File: config.mk
export PLATFORM = sky130hd
export DESIGN_NAME = lpm_ctrl
export DESIGN_NICKNAME = d
export VERILOG_FILES = /design/src/sv/lpm_pkg.sv /design/src/sv/lpm_ctrl.sv
export SDC_FILE = /design/constraint.sdc
export NUM_CORES = 1
export LEC_CHECK = 0
export BUFFER_PORTS_ARGS = -buffer_cell sky130_fd_sc_hd__buf_2
export CAP_MARGIN = 20
export CELL_PAD_IN_SITES_DETAIL_PLACEMENT = 0
export CELL_PAD_IN_SITES_GLOBAL_PLACEMENT = 2
export CORE_AREA = 2 2 39 41
export CTS_CLUSTER_SIZE = 10
export DETAILED_ROUTE_END_ITERATION = 16
export DIE_AREA = 0 0 41 43
export PLACE_DENSITY = 0.66
export SLEW_MARGIN = 20
export SYNTH_ARGS = -nofsm -noshare
export SYNTH_HDL_FRONTEND = slang
export SYNTH_SLANG_ARGS = --single-unit
File: constraint.sdc
create_clock -name clk -period 1.1 [get_ports clk]
set_input_delay 0.055 -clock clk [delete_from_list [all_inputs] [get_ports clk]]
set_output_delay 0.055 -clock clk [all_outputs]
set_load 0.005 [all_outputs]
File: src/sv/lpm_pkg.sv
// ----------------------------------------------------------------------------
// lpm_pkg: shared types and constants of the route table
// Beat formats, stored route entry, status codes, controller command and
// status groups, and the prefix length helper.
// ----------------------------------------------------------------------------
`timescale 1ns / 1ps
`default_nettype none

package lpm_pkg;

	localparam int TABLE_DEPTH_DEF = 64;

	localparam logic ACT_ADD    = 1'b0;
	localparam logic ACT_LOOKUP = 1'b1;

	localparam logic [1:0] ST_ADDED   = 2'd0;
	localparam logic [1:0] ST_FULL    = 2'd1;
	localparam logic [1:0] ST_FOUND   = 2'd2;
	localparam logic [1:0] ST_NOROUTE = 2'd3;

	typedef struct packed {
		logic        action;
		logic [31:0] lookup_address;
		logic [31:0] new_dest;
		logic [31:0] new_mask;
		logic [31:0] new_gateway;
		logic [3:0]  new_iface;
	} in_beat_t;

	typedef struct packed {
		logic [1:0]  status;
		logic [31:0] hit_gateway;
		logic [3:0]  hit_iface;
		logic [31:0] hit_dest;
		logic [31:0] hit_mask;
	} out_beat_t;

	typedef struct packed {
		logic [31:0] dest;
		logic [31:0] mask;
		logic [31:0] gateway;
		logic [3:0]  iface;
	} lpm_entry_t;

	typedef struct packed {
		logic load_req;
		logic exec;
		logic scan;
		logic load_out;
	} lpm_cmd_t;

	typedef struct packed {
		logic is_add;
		logic empty;
		logic last;
	} lpm_sts_t;

	// leading ones of a mask, counted from bit 31
	function automatic logic [5:0] prefix_len(input logic [31:0] m);
		logic [5:0] len;
		len = 6'd32;
		for (int i = 0; i < 32; i++) begin
			if (!m[i]) begin
				len = 6'(31 - i);
			end
		end
		return len;
	endfunction

endpackage

`default_nettype wire

File: src/sv/lpm_ctrl.sv
// ----------------------------------------------------------------------------
// lpm_ctrl: request sequencer
// Walks each beat through execute, then, for a lookup on a non-empty table,
// through table scan and drain, and parks the result in the output register.
// ----------------------------------------------------------------------------
`timescale 1ns / 1ps
`default_nettype none

module lpm_ctrl (
	input  wire logic              clk,
	input  wire logic              arst_n,
	input  wire logic              in_valid,
	output logic                   in_ready,
	output logic                   out_valid,
	input  wire logic              out_ready,
	input  wire lpm_pkg::lpm_sts_t sts,
	output lpm_pkg::lpm_cmd_t      cmd
);

	localparam logic [2:0] S_IDLE  = 3'd0;
	localparam logic [2:0] S_EXEC  = 3'd1;
	localparam logic [2:0] S_SCAN  = 3'd2;
	localparam logic [2:0] S_DRAIN = 3'd3;
	localparam logic [2:0] S_DONE  = 3'd4;

	logic [2:0] state_q;
	logic [2:0] state_d;
	logic       out_valid_q;
	logic       out_free;

	assign in_ready  = (state_q == S_IDLE);
	assign out_valid = out_valid_q;
	assign out_free  = !out_valid_q || out_ready;

	always_comb begin
		state_d      = state_q;
		cmd          = '0;
		cmd.load_req = in_valid && in_ready;
		case (state_q)
			S_IDLE: begin
				if (in_valid) begin
					state_d = S_EXEC;
				end
			end
			S_EXEC: begin
				cmd.exec = 1'b1;
				if (sts.is_add || sts.empty) begin
					state_d = S_DONE;
				end else begin
					state_d = S_SCAN;
				end
			end
			S_SCAN: begin
				cmd.scan = 1'b1;
				if (sts.last) begin
					state_d = S_DRAIN;
				end
			end
			S_DRAIN: begin
				state_d = S_DONE;
			end
			S_DONE: begin
				if (out_free) begin
					cmd.load_out = 1'b1;
					state_d      = S_IDLE;
				end
			end
			default: begin
				state_d = S_IDLE;
			end
		endcase
	end

	always_ff @(posedge clk or negedge arst_n) begin
		if (!arst_n) begin
			state_q     <= S_IDLE;
			out_valid_q <= 1'b0;
		end else begin
			state_q <= state_d;
			if (cmd.load_out) begin
				out_valid_q <= 1'b1;
			end else if (out_ready) begin
				out_valid_q <= 1'b0;
			end
		end
	end

	a_accept_exec: assert property (@(posedge clk) disable iff (!arst_n)
		(in_valid && in_ready) |=> (state_q == S_EXEC))
		else $error("accepted beat did not enter execute");

	a_scan_not_add: assert property (@(posedge clk) disable iff (!arst_n)
		cmd.scan |-> (!sts.is_add && !sts.empty))
		else $error("scan issued for add or empty table");

	a_drain_after_scan: assert property (@(posedge clk) disable iff (!arst_n)
		(state_q == S_DRAIN) |-> $past(state_q == S_SCAN))
		else $error("drain entered without scan");

	a_load_out_free: assert property (@(posedge clk) disable iff (!arst_n)
		cmd.load_out |-> (!out_valid_q || out_ready))
		else $error("result overwrote a pending beat");

endmodule

`default_nettype wire

==> results_dict.tcl, run 1 <==
set metrics [dict create \
    rows 14 \
    synth_commonest_cells "4 x dfrtp_1, 3 x nor3_1, 2 x nand2b_1" \
    drt_iter0_drc 2 \
    synth.top_cell.area_share_pct 48.5 \
    hp-start "sts[2]" \
    ys_dominant_reg_cell "dfrtp_1" \
    worstSkewPairLatency_ps 240 \
    htree_num_levels 1 \
    async_flop_share_pct 100 \
    final_layout_size_suffix_gt1_share_pct 65.0 \
    worst_slew_pin_slew_ps 184 \
    wl_per_cell_microns 9.91 \
    syn_area_sq_um 206 \
    syn2layout_area_growth_pct 90.9 \
    yosysWarnings 0 \
    fin_ws_ps -194 \
    post-synth-top-count-cell "dfrtp_1" \
    drt_wl_total_microns 555 \
    worstReg2RegEnd "state_q[2]" \
    peakVddDrop_uv 1060 \
    ys_top_cells_by_area "dfrtp_1 48%, nor3_1 7.3%, nand2b_1 6.1%" \
    hold_viol 0 \
    grt_pass1_vias 232 \
    status "finished, violations left" \
    clock-sinks 4 \
    critical_path_class "reg2out" \
    syn_inst 19 \
    critical_path_arrival_ps 1240 \
    root_buffer "clkbuf_4" \
    globalplace.congestion 0.726 \
    synth_seq_cells 4 \
    period_minus_slack_ps 1290 \
    numCtsBuffers 3 \
    clockBufferDepth 2 \
    fin_crit_sh_pct 118 \
    cts.clk_slew.worst_paths_ps 40 \
    firstDrtPassIters 2 \
    yosys.area.top_type "dfrtp_1" \
    grt_pass1_wl_microns 993 \
    vias 219 \
    final_antenna_net_count 0 \
    ys_types 13 \
    violations "negative setup slack" \
    slew_headroom_pct 87.6 \
    fin_util_pct 28.5 \
    io-pin-count 13 \
    endpoint "cmd[0]" \
    pre_cts_ws_ps 13.3 \
    end_kind "output pin" \
    min-delay-path-class "in2reg" \
    nets 49 \
    grt_max_degree 6 \
    globalRouteOverflowTotal 0 \
    critPathLaunchType "flop" \
    synth-seq-area-share_pct 48.5 \
    p_leak_nw 0.197 \
    final-setup-viol-count 6 \
    cp.required_ps 1040 \
    port_buffers 12 \
    avgSynthCellArea_sq_um 10.9 \
    synth_nets 26 \
    grt_antenna_before_repair 0 \
    crit_start "state_q[1]" \
    maxSlewViolCount 0 \
    finClkSkew_ps 5.20 \
    start_util_pct 14.9 \
    core-area_sq_um 1380 \
    tritoncts "built" \
    cp_max_fo 3 \
    fmax_mhz 773 \
    rsz0062_at_grt "true" \
    die-area_sq_um 1760 \
    r2r_slack_ps -40 \
    r2r-start "state_q[1]" \
    synth_edf_count 0 \
    power_w 0.00110 \
    global_route.usage.total_pct 9.07 \
    vias_per_cell 3.91 \
    die_x_microns 41 \
    drc 0 \
    antenna_cells 0 \
    power.density_nw_per_um2 2790 \
    r2r_cells 3 \
    die_h_microns 43 \
    maxCapViolations 0 \
]
-- sequential cells by signal (all words and copies together), names as in the netlist --
signal / count
out_valid: 1
state_q: 3
-- power breakdown --
group / total, W / switching (W) / internal (W)
clock network: 0.000185 / 0.0000629 / 0.000122
registers: 0.000258 / 0.0000457 / 0.000212
logic: 0.000656 / 0.000273 / 0.000383
total: 0.00110 / 0.000381 / 0.000718
-- cells in the final DEF, fill, tap and decap left out, types with 2 or more instances in the layout --
master	instances
dfrtp_1	4
buf_2	12
buf_4	3
buf_6	2
clkbuf_4	3
-- worst min-delay path by stage --
| stage | endpoint | cells past startpoint |
|---|---|---|
| 6_report | state_q[2] | 3 |
| 5_1_grt | state_q[2] | 3 |
| 4_1_cts | state_q[2] | 3 |
| 3_5_place_dp | state_q[1] | 1 |
| 3_3_place_gp | out_valid | 1 |
| 2_1_floorplan | out_valid | 0 |
-- cell families (layout without fill, tap and decap cells) --
logic type | Yosys count | in the layout | synth area share [%]
AND/OR/NAND/NOR | 11 | 11 | 34.5
multiplexers | 1 | 1 | 4.85
flip-flops | 4 | 4 | 48.5
buffers and inverters | 1 | 22 | 1.82
AO/OA/AOI/OAI | 2 | 2 | 10.3
-- worst max-delay path, cell delays in order (launching register included) --
cell and delay, ps:
dfrtp_1 400, or3b_4 380, nor2b_1 110, buf_2 110
-- what timing repair did --
action                     in CTS  in global routing
setup endpoints to repair       5                  7
gates resized for setup         6                  1
hold buffers                    1                  0
pin swaps                       4                  1
hold endpoints to repair        4                  0
buffers inserted                2                  0
-- stage by stage --
| stage | hold slack, ps | std cells | instance area, sq um | TNS, ps |
|---|---|---|---|---|
| finish | 103 | 56 | 394 | -454 |
| CTS | 97.3 | 56 | 389 | -539 |
| global route | 109 | 56 | 394 | -836 |
| detailed placement | -132 | 50 | 309 | 0 |
| global placement | -136 | 50 | 309 | 0 |
| floorplan | -241 | 19 | 206 | 0 |
-- metal layers --
layer  GRT usage, %  wire [microns]
met3           5.24              73
met2           11.9             268
met1           9.77             214
met4           8.00               0
met5              0               0
-- area by class of cell --
class / count / area (sq um)
multi-input cells: 14 / 133
fillers: 158 / 990
well taps: 16 / 20.0
inverters: 1 / 3.75
repair buffers: 18 / 115
clock buffers: 3 / 22.5
flip-flops and latches: 4 / 100
No activity file was read; power rests on OpenSTA's default activity.
==> run 2, diff against run 1 <==
Settings changed: CELL_PAD_IN_SITES_DETAIL_PLACEMENT 0 to 2.
Clock period 1.1 ns to 1.5 ns, I/O delays scaled along.
==> run 2 against run 1 <==
Against the previous run: the run now ends clean; critical path depth unchanged; die area unchanged; first-iteration DRC count down 100%; global-route usage down 0.21 points; sequential share of layout area up 6.0 points; highest routed layer unchanged.
==> results_dict.tcl, run 2 (same netlist as run 1, synthesis figures left out) <==
set metrics [dict create \
    die-area_sq_um 1760 \
    fin_tns_setup_ps 0 \
    firstDrtPassIters 1 \
    cts.clk_slew.worst_paths_ps 40 \
    maxCapViolations 0 \
    cp_max_fo 6 \
    fmax_mhz 695 \
    fin_crit_sh_pct 96.0 \
    die_x_microns 41 \
    critical_path_arrival_ps 1360 \
    grt_antenna_before_repair 0 \
    hpwlAfterDp_microns 483 \
    cts_hold_buf 1 \
    multi_input_area_sq_um 103 \
    clock-sinks 4 \
    nets 44 \
    maxSlewViolCount 0 \
    tritoncts "built" \
    final-setup-viol-count 0 \
    regMostFlops "state_q" \
    global_route.usage.total_pct 8.86 \
    peakVddDrop_uv 425 \
    postCtsSetupRepairBufs 0 \
    r2r_slack_ps 410 \
    drt_wl_total_microns 596 \
    whs_endpoint "state_q[2]" \
    vias_per_cell 4.27 \
    grt_max_degree 7 \
    end_kind "output pin" \
    grt_pass1_wl_microns 1000 \
    cts_resized 0 \
    port_buffers 12 \
    holdPathStages 3 \
    power.density_nw_per_um2 1940 \
    die_h_microns 43 \
    final_common_cell "buf_2" \
    wl_per_cell_microns 11.7 \
    drt_iter0_drc 0 \
    power_w 0.000618 \
    layout_common_cells "12 x buf_2, 4 x dfrtp_1, 3 x nor3_1, 3 x clkbuf_4, 2 x nand2b_1" \
    antenna_cells 0 \
    grt_pass1_vias 255 \
    numCtsBuffers 3 \
    htree_num_levels 1 \
    root_buffer "clkbuf_4" \
    hold_viol 0 \
    vias 218 \
    cp.required_ps 1420 \
    r2r-start "state_q[1]" \
    syn2layout_area_growth_pct 54.5 \
    rows 14 \
    worstSkewPairLatency_ps 240 \
    holdWs_ps 128 \
    final_antenna_net_count 0 \
    nFillCells 169 \
    rsz0062_at_grt "false" \
    min-delay-path-class "in2reg" \
    status "complete, no violations" \
    io-pin-count 13 \
    p_leak_nw 0.164 \
    pre_cts_ws_ps 282 \
    slew_headroom_pct 77.8 \
    globalplace.congestion 0.732 \
    worstReg2RegEnd "state_q[2]" \
    core-area_sq_um 1380 \
    globalRouteOverflowTotal 0 \
    seqCellArea_sq_um 100 \
    largest_reg_flops 3 \
    clockBufferDepth 2 \
    worst_slew_pin_slew_ps 330 \
    finClkSkew_ps 2.19 \
    hp-start "sts[2]" \
    fin_util_pct 23.1 \
    period_minus_slack_ps 1440 \
    critical_path_class "reg2out" \
    start_util_pct 14.9 \
    drc 0 \
    final_layout_size_suffix_gt1_share_pct 51.4 \
    critPathLaunchType "flop" \
    r2r_cells 2 \
    fin_ws_ps 60.4 \
]
[run 2: cell count changes in the layout (fill, tap and decap cells not counted), sizes merged]
cell / delta
buf: -5
[run 2: power breakdown]
| part | switching (W) | internal, W |
|---|---|---|
| clock network | 0.0000469 | 0.0000897 |
| registers | 0.0000685 | 0.000155 |
| logic | 0.000110 | 0.000148 |
| total | 0.000226 | 0.000393 |
[run 2: per-stage QoR]
step                      std cells  area [sq um]
final                            51           319
after global routing             51           319
after CTS                        51           319
after detailed placement         47           287
after global placement           47           287
after floorplan                  19           206
[run 2: area by class of cell]
cell class                      count  share of cell area (%)
Clock buffer                        3                    7.06
Inverter                            1                    1.18
Multi-Input combinational cell     14                    32.2
Sequential cell                     4                    31.4
Tap cell                           16                    6.27
Timing Repair Buffer               13                    22.0
[run 2: worst max-delay path by stage]
stage / start / to / cells after the start / slack, ps
after floorplan: state_q[1] / cmd[0] / 2 / 470
after global placement: state_q[2] / cmd[0] / 3 / 370
after detailed placement: state_q[1] / cmd[0] / 3 / 280
after CTS: state_q[1] / cmd[0] / 3 / 20
after global routing: state_q[1] / cmd[0] / 3 / 5
final: state_q[1] / cmd[0] / 3 / 60
[run 2: worst max-delay path, stage by stage (launching register included)]
cell	delay (ps)
dfrtp_1	440
or3b_4	440
nor2b_1	130
buf_2	120
[run 2: metal layers]
layer	global-route usage [%]	wire length, microns	share of wire (%)
met1	8.44	242	41
met2	13.4	297	50
met3	3.66	56	9.4
met4	8.00	0	0
met5	0	0	0
